===== src/sv/mgee_pkg.sv =====
// shared types, constants and helpers of the max-gradient edge enhancer
package mgee_pkg;

    localparam int COL_W  = 10;
    localparam int ROW_W  = 16;
    localparam int H_W    = 32;
    localparam int OUT_W  = 31;
    localparam int DIFF_W = 33;
    localparam int WR_W   = 16;

    // configuration register indexes
    localparam logic REG_LAST_COL = 1'b0;
    localparam logic REG_LAST_ROW = 1'b1;

    localparam logic [COL_W-1:0] LAST_COL_RST = COL_W'(256);
    localparam logic [ROW_W-1:0] LAST_ROW_RST = ROW_W'(256);

    // result slots of one input transaction, in emission order
    localparam int SLOT_CENTER = 0;
    localparam int SLOT_RIGHT  = 1;
    localparam int SLOT_BOTTOM = 2;
    localparam int NUM_SLOTS   = 3;

    typedef struct packed {
        logic signed [H_W-1:0] height;
    } in_item_t;

    typedef struct packed {
        logic [COL_W-1:0] out_col;
        logic [ROW_W-1:0] out_row;
        logic [OUT_W-1:0] new_height;
        logic             frame_last;
    } result_t;

    // everything the emitter needs to produce the results of one sample
    typedef struct packed {
        logic [COL_W-1:0]            col;
        logic [ROW_W-1:0]            row;
        logic [NUM_SLOTS-1:0]        mask;
        logic                        interior;
        logic signed [H_W-1:0]       base;
        logic signed [H_W-1:0]       mid;
        logic signed [H_W-1:0]       h;
        logic [3:0][DIFF_W-1:0]      diff;
    } bundle_t;

    function automatic logic [DIFF_W-1:0] abs_diff(logic signed [H_W-1:0] a,
                                                   logic signed [H_W-1:0] b);
        logic signed [DIFF_W-1:0] d;
        d = DIFF_W'(a) - DIFF_W'(b);
        return d[DIFF_W-1] ? DIFF_W'(-d) : DIFF_W'(d);
    endfunction

endpackage


===== src/sv/mgee_stream_if.sv =====
// valid/ready stream channel carrying one payload per transaction
interface mgee_stream_if #(parameter type T = logic);
    logic valid;
    logic ready;
    T     data;

    modport source (output valid, output data, input ready);
    modport sink   (input valid, input data, output ready);
endinterface


===== src/sv/mgee_emitter.sv =====
// result stage: holds one sample's results and sends them out one per cycle while the receiver is ready
module mgee_emitter (
    input  logic                          clk,
    input  logic                          rst_n,
    input  logic                          load,
    input  mgee_pkg::bundle_t             bundle,
    output logic                          load_ready,
    input  logic [mgee_pkg::COL_W-1:0]    last_col,
    input  logic [mgee_pkg::ROW_W-1:0]    last_row,
    mgee_stream_if.source                 result
);

    mgee_pkg::bundle_t                bnd_reg;
    logic [mgee_pkg::NUM_SLOTS-1:0]   pend_reg;
    logic [mgee_pkg::NUM_SLOTS-1:0]   pend_next;
    logic [mgee_pkg::NUM_SLOTS-1:0]   sel;
    logic                             out_valid_reg;
    logic                             out_valid_next;
    mgee_pkg::result_t                out_reg;
    mgee_pkg::result_t                out_next;
    logic                             out_free;
    logic                             emit;
    logic [mgee_pkg::DIFF_W-1:0]      m01;
    logic [mgee_pkg::DIFF_W-1:0]      m23;
    logic [mgee_pkg::DIFF_W-1:0]      mx;
    logic signed [mgee_pkg::DIFF_W:0] sum;
    logic signed [mgee_pkg::DIFF_W:0] val;
    logic [mgee_pkg::COL_W-1:0]       x;
    logic [mgee_pkg::ROW_W-1:0]       y;
    logic [mgee_pkg::NUM_SLOTS-1:0]   left;

    assign out_free = !out_valid_reg || result.ready;
    assign emit     = out_free && (pend_reg != '0);
    // lowest pending slot goes first
    assign sel      = pend_reg & (~pend_reg + 1'b1);
    assign left     = pend_reg & ~sel;
    assign load_ready = (pend_reg == '0) || (out_free && (left == '0));

    always_comb
    begin
        m01 = (bnd_reg.diff[0] > bnd_reg.diff[1]) ? bnd_reg.diff[0] : bnd_reg.diff[1];
        m23 = (bnd_reg.diff[2] > bnd_reg.diff[3]) ? bnd_reg.diff[2] : bnd_reg.diff[3];
        mx  = (m01 > m23) ? m01 : m23;
        sum = (mgee_pkg::DIFF_W+1)'(bnd_reg.base)
            + $signed({1'b0, mx});

        if (sel[mgee_pkg::SLOT_CENTER])
        begin
            val = bnd_reg.interior ? sum : (mgee_pkg::DIFF_W+1)'(bnd_reg.base);
            x   = bnd_reg.col - 1'b1;
            y   = bnd_reg.row - 1'b1;
        end
        else if (sel[mgee_pkg::SLOT_RIGHT])
        begin
            val = (mgee_pkg::DIFF_W+1)'(bnd_reg.mid);
            x   = bnd_reg.col;
            y   = bnd_reg.row - 1'b1;
        end
        else
        begin
            val = (mgee_pkg::DIFF_W+1)'(bnd_reg.h);
            x   = bnd_reg.col;
            y   = bnd_reg.row;
        end

        out_next.out_col    = x;
        out_next.out_row    = y;
        out_next.frame_last = (x == last_col) && (y == last_row);
        // clamp at zero, saturate at the top of the 31-bit range
        if (val[mgee_pkg::DIFF_W])
            out_next.new_height = '0;
        else if (val[mgee_pkg::DIFF_W-1:mgee_pkg::OUT_W] != '0)
            out_next.new_height = '1;
        else
            out_next.new_height = val[mgee_pkg::OUT_W-1:0];

        pend_next = emit ? left : pend_reg;
        if (load)
            pend_next = bundle.mask;

        out_valid_next = emit ? 1'b1 : (out_free ? 1'b0 : out_valid_reg);
    end

    always_ff @(posedge clk or negedge rst_n)
    begin
        if (!rst_n)
        begin
            pend_reg      <= '0;
            out_valid_reg <= 1'b0;
        end
        else
        begin
            pend_reg      <= pend_next;
            out_valid_reg <= out_valid_next;
        end
    end

    always_ff @(posedge clk)
    begin
        if (load)
            bnd_reg <= bundle;
        if (emit)
            out_reg <= out_next;
    end

    assign result.valid = out_valid_reg;
    assign result.data  = out_reg;

endmodule


===== src/flat_wrapper.sv =====
// flat-port wrapper written by rule: the top's interface ports become plain ports
module mgee_emitter_flat 
  (clk, rst_n, load, bundle, load_ready, last_col, last_row, result_valid, result_data, result_ready);
  mgee_stream_if result_i ();
  input  logic clk;
  input  logic rst_n;
  input  logic load;
  input  mgee_pkg::bundle_t bundle;
  output logic load_ready;
  input  logic [mgee_pkg::COL_W-1:0] last_col;
  input  logic [mgee_pkg::ROW_W-1:0] last_row;
  output wire logic [$bits(result_i.valid)-1:0] result_valid;
  output wire logic [$bits(result_i.data)-1:0] result_data;
  input wire logic [$bits(result_i.ready)-1:0] result_ready;
  assign result_valid = result_i.valid;
  assign result_data = result_i.data;
  assign result_i.ready = result_ready;
  mgee_emitter u_core (.clk(clk), .rst_n(rst_n), .load(load), .bundle(bundle), .load_ready(load_ready), .last_col(last_col), .last_row(last_row), .result(result_i));
endmodule

===== config.mk =====
export PLATFORM = sky130hd
export DESIGN_NAME = mgee_emitter_flat
export DESIGN_NICKNAME = d
export VERILOG_FILES = /design/src/sv/mgee_pkg.sv /design/src/sv/mgee_stream_if.sv /design/src/sv/mgee_emitter.sv /design/src/flat_wrapper.sv
export SDC_FILE = /design/constraint.sdc
export NUM_CORES = 1
export LEC_CHECK = 0
export ABC_CLOCK_PERIOD_IN_PS = 3700
export BUFFER_PORTS_ARGS = -buffer_cell sky130_fd_sc_hd__clkbuf_2
export CORE_AREA = 2 2 112 114
export DETAILED_ROUTE_END_ITERATION = 7
export DIE_AREA = 0 0 114 116
export SLEW_MARGIN = 10
export SYNTH_ARGS = -nofsm -noshare
export SYNTH_HDL_FRONTEND = slang
export SYNTH_SLANG_ARGS = --single-unit

===== constraint.sdc =====
create_clock -name clk -period 3.7 [get_ports clk]
set_clock_uncertainty 0.05 [all_clocks]
set_input_delay 0.185 -clock clk [delete_from_list [all_inputs] [get_ports clk]]
set_output_delay 0.185 -clock clk [all_outputs]
set_load 0.01 [all_outputs]

Word level (Yosys, flattened, before mapping)
Cells that the tools add are included.
- input bits: 288
- bits in registers: 31
- output and inout bits: 3
- multiplexer cells: 7
- reduce and logical (&&, ||, !) cells: 11
- add/sub/neg operators: 3
- bitwise gates (word level): 4
- equal/unequal tests: 2
- operators by type and width (kind ; number):
    two-way mux 16 bit ; 2
    == test 16 bit ; 1
    subtractor 16 x 1 -> 16 bit (second input constant) ; 1
    == test 10 bit ; 1
    two-way mux 10 bit ; 1
    subtractor 10 x 1 -> 10 bit (second input constant) ; 1
    AND 3 bit ; 2
    logical NOT 3 bit ; 2
    two-way mux 3 bit ; 2
    inverter 3 bit ; 2
    nonzero test 2 bit ; 2
    adder 3 x 1 -> 3 bit (second input constant) ; 1
    logical AND 1 bit ; 3
    nonzero test 3 bit ; 1
    logical OR 1 bit ; 2
    two-way mux 1 bit ; 2
    logical NOT 1 bit ; 1

Longest topological paths before layout
Gate-level depths: netlist of run 1.
- word-level depth: 8
- mapped depth: 8
- mapped depth without buffers: 8

Worst setup path before layout of run 1
OpenSTA, ideal clock, no wires.
- kind: reg2reg
- start: register u_core.bnd_reg[232] in the netlist's numbering
- end: register u_core.out_reg, in the netlist u_core.result.data (data pin)
- library setup time: 170 ps
- buffers on the path: 0
- arrival: 1950 ps
- stages on the path, launching flop included: 9
- slack: 1530 ps
- data required time: 3480 ps
- cell sequence: edfxtp_1 -> inv_1 -> ha_1 -> o21ai_1 -> nor2_1 -> or4_1 -> a22oi_1 -> nand4_1 -> nor4_2
- RTL lines (element ; line ; RTL):
    start: declaration ; mgee_emitter.sv:13 ; mgee_pkg::bundle_t bnd_reg;
    start signal: assignment ; mgee_emitter.sv:101 ; bnd_reg <= bundle;
    end signal: assignment ; mgee_emitter.sv:103 ; out_reg <= out_next;
    end: declaration ; mgee_emitter.sv:19 ; mgee_pkg::result_t out_reg;

==> summary.md, run 1 <==
| Metric | Value |
|---|---|
| Outcome | `finished, final reports clean` |
| Area of the multi-input gates | `0.001012 sq mm` |
| Post-route minimum period | `2575 ps` |
| PortBufs | `61` |
| Syn Std Cell Area | `0.001962 sq mm` |
| Crit start category | `flop` |
| Vias in the first global route | `1746` |
| Area growth syn-to-layout | `32.21%` |
| Hold Startpoint | `bundle[239]` |
| Sink Count | `31` |
| Lkg Pwr | `0.9533 nW` |
| Die footprint | `0.01322 sq mm` |
| Synth Flop Type | `edfxtp_1` |
| Worst min path class | `input pin to flop` |
| CTS Buf Count | `5` |
| Post-synthesis cell type count | `46` |
| Commonest cells post-synth | `27 x edfxtp_1, 21 x xnor2_1, 16 x xor2_1` |
| Cell Rows | `40` |
| Core area | `0.01191 sq mm` |
| Yosys Warn Count | `0` |
| Slew @ Worst Pin | `799.6 ps` |
| Vias per cell | `4.163` |
| Max reg flops | `26` |
| R2r setup slk | `1120 ps` |
| Routability congestion estimate | `0.8354` |
| Crit. End Element | `flop` |
| Clk buf depth | `2` |
| CTS tree | `done` |
| RSZ-0062 raised after global routing | `no` |
| Synth Net Count | `475` |
| Slew headroom | `46.69%` |
| Hold path depth | `1` |
| Setup_tns | `0 ps` |
| Setup Buffers After CTS | `0` |
| Ys async rst share | `12.90%` |
| Wire per inst | `13.88 microns` |
| DRC | `0` |
| Hold EP | `u_core.bnd_reg[239]` |
| H-tree Lvls | `2` |
| Top-level I/O count | `291` |
| Starting Density | `16.47%` |
| Layout cell share with drive strength beyond 1 | `30.56%` |
| Post-synth EDFFs | `27` |
| Antenna Nets Post-Route | `0` |
| Worst r2r dst | `u_core.result.data` |
| FF+latch count, synth | `31` |
| Final net count | `541` |
| Final Cycle Share | `69.60%` |
| Placed cell area | `0.002439 sq mm` |
| FILL cells | `1314` |
| Vias after detailed routing | `1661` |
| Crit Path Max Fanout | `14` |
| Post-route cell area | `0.002594 sq mm` |
| Share of the yosys chip area belonging to registers | `46.43%` |
| Max Freq | `388.3 MHz` |
| Total wire length | `5539 microns` |
| Post-DP HPWL | `4418 microns` |
| Top-count cell post-synth | `edfxtp_1` |
| Post-CTS sizing | `0` |
| Grt total ovfl | `0` |
| Final Non-Filler Cells | `399` |
| Maxcap violations | `0` |
| Final setup viols | `0` |
| Cells after synthesis | `185` |
| Worst hold margin | `31.30 ps` |
| Register area | `910.9 sq um` |
| R2R depth | `6` |
| Top-area cell type share of the netlist area | `41.33%` |
| First-pass GRT wire length | `9025 microns` |
| Required time of the critical path | `3750 ps` |
| Reg clk slew, reported paths | `60 ps` |
| DIE WIDTH | `114 microns` |
| Initial DRC Count | `84` |
| R2R Path Start | `u_core.pend_reg[0]` |
| Total track usage | `8.851%` |
| Fin util | `21.78%` |
| Crit Path Class | `flop to flop` |
| First-pass DRT Iterations | `4` |
| Antenna violations before repair | `0` |
| Cell accounting for the most synthesized area | `edfxtp_1` |
| Dpl cells | `390` |
| VDD IR-drop max | `0.0001773 V` |
| Synth Area per Inst | `10.60 sq um` |
| Final Hold Viols | `0` |
| Pins Over Slew Limit | `0` |
| Root buf cell | `clkbuf_16` |
| Largest cells by area after synthesis | `edfxtp_1 41%, xnor2_1 9.4%, xor2_1 7.1%` |
| Critical path arrival | `2630 ps` |
| Largest net degree at the start of global routing | `33` |
| Antenna diodes | `0` |
| Power per Cell Area | `395.1 mW/mm^2` |
| Die Ht | `116 microns` |
| Clock latency on the worst-skew pair | `270 ps` |
[worst max-delay path, stage by stage (launching register included)]
cell	delay, ps
dfrtp_1	610
or4b_1	660
o31ai_1	250
nand3_1	130
a311oi_1	290
nand4_1	140
nor4_2	260
[final cells by class]
class / count / share of cell area (%)
well taps: 147 / 7.091
multi-input cells: 144 / 39.03
repair buffers: 62 / 12.16
flip-flops and latches: 31 / 35.12
clock buffers: 5 / 4.824
clock inverters: 3 / 0.7718
inverters: 7 / 1.013
[how the worst max path moves through the flow]
stage,end,slack [ps],start,cells after the start
2_1_floorplan,u_core.result.data,1530,u_core.bnd_reg[232],8
3_3_place_gp,u_core.result.data,1190,u_core.pend_reg[0],6
3_5_place_dp,u_core.result.data,1130,u_core.pend_reg[0],6
4_1_cts,u_core.result.data,1110,u_core.pend_reg[0],6
5_1_grt,u_core.result.data,900,u_core.pend_reg[0],6
6_report,u_core.result.data,1120,u_core.pend_reg[0],6
[routing by layer]
metal	global-route usage, %	wire length (microns)
met5	0	0
met3	2.772	373
met1	12.83	2851
met2	12.66	2244
met4	2.358	70
[timing repair]
action / CTS / global route
hold endpoints to repair: 4 / 0
endpoints found under the setup margin: 0 / 0
hold buffers: 1 / 0
[report_power, final]
group	switching [mW]	internal (mW)	total, mW
Sequential	0.0360	0.414	0.450
Combinational	0.0923	0.0833	0.176
Clock	0.152	0.247	0.400
[kinds of logic after synthesis]
| kind of cell | count (synthesis) | share of synthesized area [%] |
|---|---|---|
| buf+inv | 10 | 1.977 |
| simple gates | 69 | 21.88 |
| fa+ha+maj | 3 | 1.786 |
| compound gates | 35 | 11.42 |
| xor+xnor | 37 | 16.52 |
| flops | 31 | 46.43 |
[per-stage QoR]
stage          total power, mW  worst slack (ps)
4_1_cts                  1.038              1113
3_3_place_gp            0.6274              1188
5_1_grt                  1.082             897.0
3_5_place_dp            0.6310              1126
2_1_floorplan           0.5511              1530
6_report                 1.025              1125
[cells in the final DEF (no fill, tap or decap), types with 3 or more instances in the layout]
cell,synthesis,routed
a211oi_1,3,3
a21oi_1,4,4
a31oi_1,3,3
clkbuf_16,0,5
clkbuf_2,0,61
dfrtp_1,4,4
edfxtp_1,27,27
inv_1,7,7
nand2_1,7,7
nand3_1,4,4
nand4_1,6,6
nor2_1,15,15
nor3_1,7,7
nor4_1,6,6
nor4_2,4,4
o21ai_0,11,11
o31ai_1,3,3
or3_1,3,3
xnor2_1,21,21
xor2_1,16,16
Power figures use the tool's default switching activity.
==> run 2: changes to the inputs <==
- ABC_CLOCK_PERIOD_IN_PS: 3700 -> 2300
- CORE_AREA: 2 2 112 114 -> 2 2 111 113
- DIE_AREA: 0 0 114 116 -> 0 0 113 115
- clock period: 3.7 -> 2.3 ns (I/O delays scaled with it)
==> run 2 against run 1 <==
Compared with the run above: the run now ends with hold timing left; worst setup slack lost 1100 ps; sequential power grew 56%; critical path depth grew 3; largest power group unchanged.
==> summary.md, run 2 (synthesized netlist as in run 1, its figures left out) <==
| Metric | Value |
|---|---|
| Outcome | `complete, but fails checks` |
| Failing checks | `hold timing` |
| Core area | `0.01181 sq mm` |
| Final Hold Viols | `3` |
| Commonest non-fill, non-tap cells in the layout | `61 x clkbuf_2, 27 x edfxtp_1, 24 x dlygate4sd3_1` |
| Die footprint | `0.01300 sq mm` |
| Pwr Total | `1.726 mW` |
| Reg clk slew, reported paths | `50 ps` |
| CP cell instances | `buf_4, inv_1, ha_1, nand2_1, nor4_2, a31oi_1, a311oi_2, nand4_1, nor4_2` |
| DP Worst Slack | `-79.66 ps` |
| Final Non-Filler Cells | `445` |
| Area of the multi-input gates | `0.001054 sq mm` |
| Most used cell along the critical path | `nor4_2` |
| Critical path origin | `u_core.bnd_reg[248]` |
| CTS tree | `done` |
| Setup_tns | `0 ps` |
| Total track usage | `9.805%` |
| Final net count | `587` |
| Max reg flops | `26` |
| Dpl cells | `413` |
| Routability congestion estimate | `0.8352` |
| Starting Density | `16.61%` |
| Initial DRC Count | `67` |
| First-pass DRT Iterations | `4` |
| Antenna Nets Post-Route | `0` |
| CP Capture Point | `u_core.result.data` |
| Antenna violations before repair | `0` |
| Worst r2r dst | `u_core.result.data` |
| Crit. End Element | `flop` |
| Clk buf depth | `2` |
| Final setup viols | `0` |
| Top-level I/O count | `291` |
| RSZ-0062 raised after global routing | `yes` |
| Cell Rows | `40` |
| FILL cells | `1270` |
| Grt total ovfl | `0` |
| Largest net degree at the start of global routing | `33` |
| VDD IR-drop max | `0.0002725 V` |
| Root buf cell | `clkbuf_16` |
| Slew headroom | `48.00%` |
| Area growth syn-to-layout | `54.66%` |
| Slew @ Worst Pin | `780.0 ps` |
| CTS Buf Count | `5` |
| Critical path arrival | `2320 ps` |
| Crit Path Class | `flop to flop` |
| Antenna diodes | `0` |
| Crit start category | `flop` |
| R2r setup slk | `20 ps` |
| Post-route minimum period | `2276 ps` |
| Power per Cell Area | `568.9 mW/mm^2` |
| Wire per inst | `13.94 microns` |
| Crit Path Max Fanout | `4` |
| Required time of the critical path | `2340 ps` |
| Worst hold margin | `-11.45 ps` |
| Post-route cell area | `0.003034 sq mm` |
| Max stage delay cell, worst path | `edfxtp_1` |
| Clock latency on the worst-skew pair | `270 ps` |
| R2R Path Start | `u_core.bnd_reg[248]` |
| Setup Buffers After CTS | `0` |
| Vias in the first global route | `2094` |
| Fin util | `25.69%` |
| H-tree Lvls | `2` |
| Total wire length | `6205 microns` |
| R2R depth | `9` |
| Worst setup margin | `23.66 ps` |
| Max Freq | `439.3 MHz` |
| Die Ht | `115 microns` |
| Placed cell area | `0.002611 sq mm` |
| Worst min path class | `input pin to flop` |
| Vias after detailed routing | `1882` |
| Layout cell share with drive strength beyond 1 | `35.91%` |
| DIE WIDTH | `113 microns` |
| First-pass GRT wire length | `10070 microns` |
| PortBufs | `61` |
| Final Cycle Share | `98.97%` |
| Most common cell after layout, fill and taps aside | `clkbuf_2` |
| Sink Count | `31` |
| Slowest cell delay on critical path | `390 ps` |
| Maxcap violations | `0` |
| Register area | `910.9 sq um` |
| Post-DP HPWL | `4889 microns` |
| Pins Over Slew Limit | `0` |
| Hold path depth | `1` |
| Lkg Pwr | `1.170 nW` |
| Vias per cell | `4.229` |
| DRC | `0` |
run 2: cell count changes in the layout (fill, tap and decap cells not counted), moves of 2 or more:
cell           before  now
buf_4               0   22
clkinvlp_4          2    0
nor4_2              4    6
nor4_1              6    4
o21ai_0            11    9
dlygate4sd3_1       1   24
clkbuf_1            0    2
run 2: worst min path at each step:
stage | to | startpoint
after floorplan | u_core.pend_reg[0] | rst_n
after global placement | u_core.result.valid | rst_n
after detailed placement | u_core.result.valid | rst_n
after CTS | u_core.bnd_reg[249] | bundle[249]
after global routing | u_core.bnd_reg[232] | bundle[232]
final | u_core.bnd_reg[232] | bundle[232]
run 2: final cells by class:
| type | instances | area share, % |
|---|---|---|
| Multi-Input combinational cell | 144 | 34.72 |
| Sequential cell | 31 | 30.02 |
| Timing Repair Buffer | 108 | 23.79 |
| Tap cell | 147 | 6.062 |
| Clock buffer | 7 | 4.371 |
| Inverter | 7 | 0.8660 |
| Clock inverter | 1 | 0.1649 |
run 2: power breakdown:
part | switching [mW] | total [mW] | internal (mW) | leakage [nW]
combinational | 0.196 | 0.396 | 0.199 | 0.790
sequential | 0.0357 | 0.701 | 0.665 | 0.312
clock | 0.231 | 0.630 | 0.399 | 0.0679
total | 0.463 | 1.73 | 1.26 | 1.17
run 2: repair_timing:
action	in CTS	in global routing
endpoints found under the hold margin	27	0
pin swaps	1	3
hold buffers	24	0
setup endpoints to repair	1	1
gates resized for setup	4	8
run 2: worst max-delay path: cells and delay by family (launching register included):
family	cells	cell delay, ps
adder cells (fa/ha/maj)	1	200
AO/OA/AOI/OAI	2	380
AND/OR/NAND/NOR	4	890
flip-flops	1	390
buffers and inverters	2	200
run 2: routing by layer:
layer | global-route usage (%) | part of all wire [%]
met1 | 11.96 | 45
met2 | 16.93 | 48
met3 | 3.110 | 6.2
met4 | 2.358 | 0.50
met5 | 0 | 0
